==> config.mk <==
export PLATFORM = sky130hd
export DESIGN_NAME = japanese_text_to_euc_converter_top_flat
export DESIGN_NICKNAME = d
export VERILOG_FILES = /design/src/rtl/jte_pkg.sv /design/src/rtl/jte_if.sv /design/src/rtl/japanese_text_to_euc_converter_top.sv /design/src/rtl/jte_decode.sv /design/src/rtl/jte_serial.sv /design/src/flat_wrapper.sv
export SDC_FILE = /design/constraint.sdc
export NUM_CORES = 1
export LEC_CHECK = 0
export ABC_CLOCK_PERIOD_IN_PS = 6800
export BUFFER_PORTS_ARGS = -buffer_cell sky130_fd_sc_hd__buf_4
export CAP_MARGIN = 20
export CORE_UTILIZATION = 45
export CTS_CLUSTER_SIZE = 16
export DETAILED_ROUTE_END_ITERATION = 8
export HOLD_SLACK_MARGIN = 0.03
export PLACE_DENSITY_LB_ADDON = 0.1
export SETUP_SLACK_MARGIN = 0.02
export SKIP_CTS_REPAIR_TIMING = 1
export SYNTH_ARGS = -nofsm -noshare
export SYNTH_HDL_FRONTEND = slang
export SYNTH_SLANG_ARGS = --single-unit
export TNS_END_PERCENT = 100
==> constraint.sdc <==
create_clock -name clk -period 6.8 [get_ports clk]
set_clock_uncertainty 0.05 [all_clocks]
set_input_delay 1.36 -clock clk [delete_from_list [all_inputs] [get_ports clk]]
set_output_delay 1.36 -clock clk [all_outputs]
set_load 0.02 [all_outputs]
==> src/rtl/jte_pkg.sv <==
package jte_pkg;

  localparam logic [7:0] ESC_BYTE     = 8'h1b;
  localparam logic [7:0] NEWLINE_BYTE = 8'h0a;
  localparam logic [7:0] DOLLAR_BYTE  = 8'h24;
  localparam logic [7:0] PAREN_BYTE   = 8'h28;
  localparam logic [7:0] B_BYTE       = 8'h42;
  localparam logic [7:0] AT_BYTE      = 8'h40;
  localparam logic [7:0] J_BYTE       = 8'h4a;
  localparam logic [7:0] HIGH_BIT     = 8'h80;
  localparam logic [15:0] EUC_OFFSET  = 16'h8080;
  localparam logic [3:0] DEPTH_MAX    = 4'd15;

  localparam logic [1:0] ESC_IDLE  = 2'd0;
  localparam logic [1:0] ESC_SEEN  = 2'd1;
  localparam logic [1:0] ESC_FIRST = 2'd2;

  localparam int unsigned MAX_RES = 3;

  typedef logic [1:0] res_cnt_t;

  typedef struct packed {
    res_cnt_t                    cnt;
    logic [MAX_RES-1:0][7:0]     bytes;
  } res_t;

  function automatic logic [15:0] sjis_to_euc(input logic [7:0] lead, input logic [7:0] trail);
    logic [7:0] row;
    logic [7:0] col;
    row = lead - ((lead >= 8'ha0) ? 8'hc1 : 8'h81);
    row = {row[6:0], 1'b0} + 8'h21;
    if (trail >= 8'h9f) begin
      row = row + 8'h01;
      col = trail - 8'h7e;
    end else begin
      col = trail - ((trail <= 8'h7e) ? 8'h1f : 8'h20);
    end
    return {row, col} + EUC_OFFSET;
  endfunction

endpackage

==> src/rtl/jte_if.sv <==
interface jte_in_if;
  logic       valid;
  logic       ready;
  logic [7:0] in_byte;
  modport source (output valid, output in_byte, input ready);
  modport sink   (input valid, input in_byte, output ready);
endinterface

interface jte_out_if;
  logic       valid;
  logic       ready;
  logic [7:0] out_byte;
  logic       last_of_run;
  modport source (output valid, output out_byte, output last_of_run, input ready);
  modport sink   (input valid, input out_byte, input last_of_run, output ready);
endinterface

interface jte_cfg_if;
  logic valid;
  logic ready;
  logic sjis_mode;
  modport source (output valid, output sjis_mode, input ready);
  modport sink   (input valid, input sjis_mode, output ready);
endinterface

==> src/rtl/japanese_text_to_euc_converter_top.sv <==
// Channel | Dir | Payload                | Request taken when
// in_ch   | in  | in_byte[7:0]           | valid && ready
// out_ch  | out | out_byte[7:0], last_of_run | valid && ready
// cfg_ch  | in  | sjis_mode              | valid && ready (ready held high)
//
// One input byte per cycle, while ready is high, enters a holding register;
// decode runs from there into a three-byte result register drained one byte
// per cycle while out_ch is ready. The first result byte passes the holding
// register, then the result register. Bytes with no result (lead, escape)
// skip the result register; n results occupy it until all n are drained.
// rst_n is synchronous; a stalled out_ch back-pressures in_ch through ready.
module japanese_text_to_euc_converter_top
  import jte_pkg::*;
(
  input  logic      clk,
  input  logic      rst_n,
  jte_in_if.sink    in_ch,
  jte_out_if.source out_ch,
  jte_cfg_if.sink   cfg_ch
);

  logic sjis_mode_r;
  logic res_valid;
  logic res_ready;
  res_t res;

  assign cfg_ch.ready = 1'b1;

  always_ff @(posedge clk) begin
    if (!rst_n) begin
      sjis_mode_r <= 1'b0;
    end else if (cfg_ch.valid) begin
      sjis_mode_r <= cfg_ch.sjis_mode;
    end
  end

  jte_decode u_decode (
    .clk       (clk),
    .rst_n     (rst_n),
    .in_valid  (in_ch.valid),
    .in_ready  (in_ch.ready),
    .in_byte   (in_ch.in_byte),
    .sjis_mode (sjis_mode_r),
    .res_valid (res_valid),
    .res_ready (res_ready),
    .res       (res)
  );

  jte_serial u_serial (
    .clk         (clk),
    .rst_n       (rst_n),
    .res_valid   (res_valid),
    .res_ready   (res_ready),
    .res         (res),
    .out_valid   (out_ch.valid),
    .out_ready   (out_ch.ready),
    .out_byte    (out_ch.out_byte),
    .last_of_run (out_ch.last_of_run)
  );

endmodule

==> src/rtl/jte_decode.sv <==
module jte_decode
  import jte_pkg::*;
(
  input  logic       clk,
  input  logic       rst_n,
  input  logic       in_valid,
  output logic       in_ready,
  input  logic [7:0] in_byte,
  input  logic       sjis_mode,
  output logic       res_valid,
  input  logic       res_ready,
  output res_t       res
);

  logic       hold_valid_r;
  logic [7:0] hold_byte_r;
  logic       lead_pending_r, lead_pending_nxt;
  logic [7:0] lead_value_r, lead_value_nxt;
  logic [1:0] escape_phase_r, escape_phase_nxt;
  logic [7:0] escape_first_r, escape_first_nxt;
  logic [3:0] shift_depth_r, shift_depth_nxt;
  logic       consume;
  logic [15:0] pair_word;
  logic [7:0] b;

  assign b = hold_byte_r;

  always_comb begin
    lead_pending_nxt = lead_pending_r;
    lead_value_nxt   = lead_value_r;
    escape_phase_nxt = escape_phase_r;
    escape_first_nxt = escape_first_r;
    shift_depth_nxt  = shift_depth_r;
    res.cnt          = '0;
    res.bytes        = '0;
    pair_word        = sjis_mode ? sjis_to_euc(lead_value_r, b) : {lead_value_r, b};
    priority if (escape_phase_r == ESC_SEEN) begin
      escape_first_nxt = b;
      escape_phase_nxt = ESC_FIRST;
    end else if (escape_phase_r != ESC_IDLE) begin
      escape_phase_nxt = ESC_IDLE;
      if (escape_first_r == DOLLAR_BYTE && (b == B_BYTE || b == AT_BYTE)) begin
        if (shift_depth_r != DEPTH_MAX) shift_depth_nxt = shift_depth_r + 4'd1;
      end else if (escape_first_r == PAREN_BYTE && (b == B_BYTE || b == J_BYTE)) begin
        if (shift_depth_r != 4'd0) shift_depth_nxt = shift_depth_r - 4'd1;
      end else begin
        res.cnt   = 2'd3;
        res.bytes = {b, escape_first_r, ESC_BYTE};
      end
    end else if (lead_pending_r) begin
      lead_pending_nxt = 1'b0;
      res.cnt          = 2'd2;
      res.bytes        = {8'h00, pair_word[7:0], pair_word[15:8]};
    end else if (b == NEWLINE_BYTE) begin
      shift_depth_nxt = '0;
      res.cnt         = 2'd1;
      res.bytes[0]    = b;
    end else if (b[7]) begin
      lead_pending_nxt = 1'b1;
      lead_value_nxt   = b;
    end else if (b == ESC_BYTE) begin
      escape_phase_nxt = ESC_SEEN;
    end else begin
      res.cnt      = 2'd1;
      res.bytes[0] = (shift_depth_r != 4'd0) ? (b | HIGH_BIT) : b;
    end
  end

  assign res_valid = hold_valid_r && (res.cnt != 2'd0);
  assign consume   = hold_valid_r && ((res.cnt == 2'd0) || res_ready);
  assign in_ready  = !hold_valid_r || consume;

  always_ff @(posedge clk) begin
    if (!rst_n) begin
      hold_valid_r   <= 1'b0;
      lead_pending_r <= 1'b0;
      lead_value_r   <= '0;
      escape_phase_r <= ESC_IDLE;
      escape_first_r <= '0;
      shift_depth_r  <= '0;
    end else begin
      if (in_ready) hold_valid_r <= in_valid;
      if (consume) begin
        lead_pending_r <= lead_pending_nxt;
        lead_value_r   <= lead_value_nxt;
        escape_phase_r <= escape_phase_nxt;
        escape_first_r <= escape_first_nxt;
        shift_depth_r  <= shift_depth_nxt;
      end
    end
  end

  always_ff @(posedge clk) begin
    if (in_ready && in_valid) hold_byte_r <= in_byte;
  end

endmodule

==> src/rtl/jte_serial.sv <==
module jte_serial
  import jte_pkg::*;
(
  input  logic       clk,
  input  logic       rst_n,
  input  logic       res_valid,
  output logic       res_ready,
  input  res_t       res,
  output logic       out_valid,
  input  logic       out_ready,
  output logic [7:0] out_byte,
  output logic       last_of_run
);

  res_cnt_t                cnt_r;
  logic [MAX_RES-1:0][7:0] bytes_r;

  assign out_valid   = (cnt_r != 2'd0);
  assign out_byte    = bytes_r[0];
  assign last_of_run = (cnt_r == 2'd1);
  assign res_ready   = (cnt_r == 2'd0) || (out_ready && cnt_r == 2'd1);

  always_ff @(posedge clk) begin
    if (!rst_n) begin
      cnt_r <= '0;
    end else if (res_ready && res_valid) begin
      cnt_r <= res.cnt;
    end else if (out_valid && out_ready) begin
      cnt_r <= cnt_r - 2'd1;
    end
  end

  always_ff @(posedge clk) begin
    if (res_ready && res_valid) begin
      bytes_r <= res.bytes;
    end else if (out_valid && out_ready) begin
      bytes_r <= {8'h00, bytes_r[MAX_RES-1:1]};
    end
  end

endmodule
==> src/flat_wrapper.sv <==
// flat-port wrapper written by rule: the top's interface ports become plain ports
module japanese_text_to_euc_converter_top_flat import jte_pkg::*;
  (clk, rst_n, in_ch_valid, in_ch_in_byte, in_ch_ready, out_ch_valid, out_ch_out_byte, out_ch_last_of_run, out_ch_ready, cfg_ch_valid, cfg_ch_sjis_mode, cfg_ch_ready);
  jte_in_if in_ch_i ();
  jte_out_if out_ch_i ();
  jte_cfg_if cfg_ch_i ();
  input  logic clk;
  input  logic rst_n;
  input wire logic [$bits(in_ch_i.valid)-1:0] in_ch_valid;
  input wire logic [$bits(in_ch_i.in_byte)-1:0] in_ch_in_byte;
  output wire logic [$bits(in_ch_i.ready)-1:0] in_ch_ready;
  output wire logic [$bits(out_ch_i.valid)-1:0] out_ch_valid;
  output wire logic [$bits(out_ch_i.out_byte)-1:0] out_ch_out_byte;
  output wire logic [$bits(out_ch_i.last_of_run)-1:0] out_ch_last_of_run;
  input wire logic [$bits(out_ch_i.ready)-1:0] out_ch_ready;
  input wire logic [$bits(cfg_ch_i.valid)-1:0] cfg_ch_valid;
  input wire logic [$bits(cfg_ch_i.sjis_mode)-1:0] cfg_ch_sjis_mode;
  output wire logic [$bits(cfg_ch_i.ready)-1:0] cfg_ch_ready;
  assign in_ch_i.valid = in_ch_valid;
  assign in_ch_i.in_byte = in_ch_in_byte;
  assign in_ch_ready = in_ch_i.ready;
  assign out_ch_valid = out_ch_i.valid;
  assign out_ch_out_byte = out_ch_i.out_byte;
  assign out_ch_last_of_run = out_ch_i.last_of_run;
  assign out_ch_i.ready = out_ch_ready;
  assign cfg_ch_i.valid = cfg_ch_valid;
  assign cfg_ch_i.sjis_mode = cfg_ch_sjis_mode;
  assign cfg_ch_ready = cfg_ch_i.ready;
  japanese_text_to_euc_converter_top u_core (.clk(clk), .rst_n(rst_n), .in_ch(in_ch_i), .out_ch(out_ch_i), .cfg_ch(cfg_ch_i));
endmodule
; ---- Word-level counts from Yosys, hierarchy flattened
; Index checks and enable logic that the tools add are counted.
[totals]
inputBits = 14
wordCells = 112
regBits = 59
output_inout_bits = 12
[classes]
bitwise = 4
order_cmp = 3
n_mux = 39
eq_ne = 17
n_reduce_logical = 28
n_addsub = 9
[ops]
columns = cell, count
row1 = $mux 26, 4
row2 = $mux 8, 8
row3 = $mux 24, 2
row4 = $mux 4, 7
row5 = $eq 8x7->1 const B, 3
row6 = $mux 2, 9
row7 = $add 16x16->16 const B, 1
row8 = $eq 8x6->1 const B, 2
row9 = $ge 8x8->1 const B, 2
row10 = $mux 16, 1
row11 = $ne 3x1->1 const B, 4
row12 = $reduce_bool 2->1, 5
row13 = $add 8x1->8 const B, 1
row14 = $add 8x6->8 const B, 1
row15 = $eq 8x4->1 const B, 1
row16 = $eq 8x5->1 const B, 1
row17 = $le 8x7->1 const B, 1
row18 = $logic_and 1x1->1, 8
row19 = $sub 8x6->8, 1
row20 = $sub 8x7->8 const B, 1
row21 = $mux 7, 1
row22 = $reduce_and 7->1, 1
row23 = $sub 7x7->7, 1
row24 = $mux 1, 6
row25 = other kinds (19), 28

; ---- Logic depth before layout (Yosys ltp)
[depth]
ltp_word = 16
mapped_depth = 14
mapped_depth_nobuf = 13

; ---- Modules after synthesis
; A second synthesis with hierarchy kept.
[hier_totals]
cells_unflattened = 488
area_unflattened_um2 = 4312.9
[modules_own_cells]
columns = module, n_inst, seq_area_each_um2, area_each_um2, cells_each
row1 = jte_decode, 1, 720.7, 3022.9, 404
row2 = jte_serial, 1, 760.7, 1242.4, 79
row3 = japanese_text_to_euc_converter_top, 1, 20.0, 47.5, 5

; ---- Least setup slack after synthesis
; No wires, ideal clock.
[synth_path]
kind = reg-to-reg
from = register u_core.u_decode.hold_byte_r[1] (netlist: u_core.u_decode.b[1])
to = register u_core.u_serial.bytes_r (netlist bit u_core.u_serial.out_byte[3]) (data pin)
arrival_time_ns = 3.300
path_buffers = 1
stages_incl_launch_ff = 15
path_slack_ns = 3.194
path_cell_list = edfxtp_1 > buf_4 > nand3_1 > nor2_1 > a31oi_1 > inv_1 > ha_1 > or2_0 > a211oi_2 > a21oi_1 > mux2_4 > or3_1 > a31oi_1 > a21oi_1 > o22a_1
[synth_between]
elab_chain_len = 11
elab_cells_between_ends = 34
[synth_lines]
columns = item, line
row1 = from (decl), jte_decode.sv:16  ; logic [7:0] hold_byte_r;
row2 = from (signal assigned), jte_decode.sv:94  ; if (in_ready && in_valid) hold_byte_r <= in_byte;
row3 = "parallel branches: the longest is 5 deep, another holds $add 16x16->16", n/a
row4 = $mux 26 *, jte_decode.sv:40  ; end else if (escape_phase_r != ESC_IDLE) begin
row5 = $mux 26 *, jte_decode.sv:37  ; priority if (escape_phase_r == ESC_SEEN) begin
row6 = $reduce_bool 2->1, jte_decode.sv:69  ; assign res_valid = hold_valid_r && (res.cnt != 2'd0);
row7 = $logic_and 1x1->1, jte_decode.sv:69
row8 = $logic_and 1x1->1, jte_serial.sv:34  ; if (res_ready && res_valid) begin
row9 = $mux 24 *, jte_serial.sv:34
row10 = to (signal assigned), jte_serial.sv:35  ; bytes_r <= res.bytes;
row11 = to (signal assigned), jte_serial.sv:37  ; bytes_r <= {8'h00, bytes_r[MAX_RES-1:1]};
row12 = to (decl), jte_serial.sv:16  ; logic [MAX_RES-1:0][7:0] bytes_r;
; Every way passes the cells marked *.
; A chain may end at the register's enable or synchronous reset.

; ---- Final worst setup path
[layout_path]
from = register u_core.u_decode.hold_byte_r[1] (netlist: u_core.u_decode.b[1])
to = register u_core.u_serial.bytes_r (netlist bit u_core.u_serial.out_byte[5]) (data pin)
; The elaborated chain is that of the path after synthesis.

==> flow_summary.ini <==
[floorplan]
floorplan.die_area_um2 = 9340
design.core.area_um2 = 8680
fp.dieW_um = 96.6
io-pin-count = 26
die_height_um = 96.6
fp-row-count = 34
floorplan.initialDensity_pct = 46.4

[timing]
final_period_minus_worst_setup_slack_ns = 4.12
fmax_mhz = 243
final_setup_viols = 0
slew_headroom_pct = 42.7
worstMarginPinSlew_ns = 0.860
final.setup.tns_ns = 0
layout_worst_path_cycle_share_pct = 60.6
rsz_0062_raised_after_global_routing = false
final_hold_viol_count = 0
timing_max_transition_violations_final = 0

[power]
p_leak_uw = 0.00166
power_per_cell_area_nw_per_um2 = 259
vdd_ir_drop_max_mv = 0.113

[global_routing]
grt_max_degree = 40
gr-usage-all-layers_pct = 22.9
antenna_violations_before_repair = 0
grt_first_pass_wirelength_mm = 16.9
grt_overflow = 0
grt_pass1_vias = 3237

[clock_network]
cts_htree_levels = 3
cts.path.max_buffers = 2
clk_latency_ns = 0.34
cts-root-buf = clkbuf_8
clock_sink_count = 59
tritoncts_buffer_count = 9
clkTransAtPathRegs_ns = 0.08
tritoncts_clock_tree = done

[yosys]
synthDominantCellAreaShare_pct = 23.8
post_synth_main_area_contributors = edfxtp_1, dfxtp_1, a21oi_1, ha_1, nor2_1
ys_warn_count = 0
postSynthCellCount = 453
synth_area_per_cell_um2 = 8.90
yosys_most_used_dff = edfxtp_1
synth_largest_area_cell = edfxtp_1
yosys_reg_bits = 59
synth-edff-count = 32
synth_area_um2 = 4030
syn-num-nets = 484
asyncSetResetFlopFracSynth_pct = 0
synth-seq-area-share_pct = 37.3
ys_types = 68

[detailed_routing]
postRouteAntennaNets = 0
via_per_inst = 5.97
drt_first_iter_violations = 230
drc_errors = 0
route.detailed.wl_per_inst_um = 18.1
first_pass_iters = 4
vias = 3393
routed_wl_mm = 10.3

[worst_hold_path]
class_of_the_worst_hold_path = flip-flop to flip-flop

[final_layout]
final_util_pct = 50.6
area_delta_synth_final_pct = 8.97
layout.filler_cells = 832
layout_common_cells = nor2_1, a21oi_1, nand2_1, edfxtp_1
antenna-diode-count = 0
nNetsFinal = 486
number_of_cells_in_the_finished_layout_apart_from_fillers = 568
drive_above_1_share_pct = 12.2

[setup_path]
critical_path.max_fanout = 13
critPathArrivalTime_ns = 4.15
timing.setup.critical_path_class = flip-flop to flip-flop
crit_path_end_kind = flip-flop
cp_data_required_time_ns = 6.83
worstSetupStartpointType = flip-flop

[placed_design]
numPortBuffers = 24
place.detailed.hpwl_mm = 7.40
finalWeightedCongestion = 0.888
dpl.cell_count = 551

[flow_run]
maxCapViolCount = 0

[outcome]
run_status = finished, final reports clean
==> metal layers <==
metal  routed length [µm]  vias up  share of wire, %  track usage, %
li1                     -     1639                 -               -
met1                 4660     1632                45            30.3
met2                 4910      109                48            37.1
met3                  547       13               5.3            4.12
met4                  187        0               1.8            8.84
met5                    0        -                 0               0
==> report_power, final <==
group / switching [µW] / internal [µW]
clock network: 157 / 171
logic: 198 / 143
registers: 33.7 / 437
==> cells in the mapped netlist (12+ instances only) <==
library cell,count
nor2_1,40
a21oi_1,40
ha_1,15
buf_4,12
xnor2_1,16
edfxtp_1,32
inv_1,20
o21ai_0,12
clkbuf_1,13
nor2b_1,24
mux2i_1,14
dfxtp_1,27
nand2_1,34
==> through the flow <==
stage | cell area, µm² | total power (µW) | hold slack [ns] | setup slack, ns
after floorplan | 4030 | 729 | 0.405 | 3.19
after global placement | 4160 | 805 | 0.433 | 2.82
after detailed placement | 4160 | 808 | 0.448 | 2.70
after CTS | 4360 | 1140 | 0.458 | 2.71
after global routing | 4390 | 1200 | 0.481 | 2.36
final | 4390 | 1140 | 0.456 | 2.68
==> state kept, by name, indices dropped and copies added (netlist names) <==
| name | flops |
|---|---|
| u_core.u_serial.bytes_r | 16 |
| u_core.u_decode.b | 8 |
| u_core.u_decode.escape_first_r | 8 |
| u_core.u_decode.lead_value_r | 8 |
| u_core.u_serial.out_byte | 8 |
| u_core.u_decode.shift_depth_r | 4 |
| u_core.u_decode.escape_phase_r | 2 |
| u_core.u_serial.cnt_r | 2 |
| u_core.sjis_mode_r | 1 |
| u_core.u_decode.hold_valid_r | 1 |
| u_core.u_decode.lead_pending_r | 1 |
==> worst max-delay path, stage by stage (launching register included) <==
cell	delay, ns
edfxtp_1	0.60
nand3_1	0.26
nor2_1	0.06
a31oi_1	0.38
inv_1	0.19
ha_1	0.30
nor2b_1	0.16
o31ai_1	0.40
a21oi_1	0.21
mux2_4	0.37
o32ai_1	0.37
a211oi_1	0.13
nor3_1	0.28
a21oi_1	0.11
==> cell families (layout without fill, tap and decap cells) <==
family	Yosys count	in the layout	synth area share [%]
flops	59	59	37.3
fa+ha+maj	17	17	5.65
mux	15	15	3.85
other cells	1	1	0.0930
xor+xnor	21	21	4.56
simple gates	157	157	20.7
compound gates	123	123	20.5
buf+inv	60	67	7.42
==> final cells by class <==
class / instances / area (µm²) / area share (%)
Multi-Input combinational cell: 334 / 2240 / 50.9
Inverter: 23 / 88.8 / 2.02
Clock buffer: 9 / 124 / 2.82
Sequential cell: 59 / 1500 / 34.2
Clock inverter: 7 / 76.3 / 1.74
Tap cell: 108 / 135 / 3.08
Timing Repair Buffer: 28 / 230 / 5.24
==> final timing paths <==
kind	from	to	slack, ns	cells past startpoint
worst max register to register	u_core.u_decode.b[1]	u_core.u_serial.out_byte[5]	2.68	13
worst min-delay path	u_core.u_decode.shift_depth_r[2]	u_core.u_decode.shift_depth_r[2]	0.46	2
worst min register to register	u_core.u_decode.shift_depth_r[2]	u_core.u_decode.shift_depth_r[2]	0.46	2
worst max-delay path	u_core.u_decode.b[1]	u_core.u_serial.out_byte[5]	2.68	13
Power figures use the tool's default switching activity.
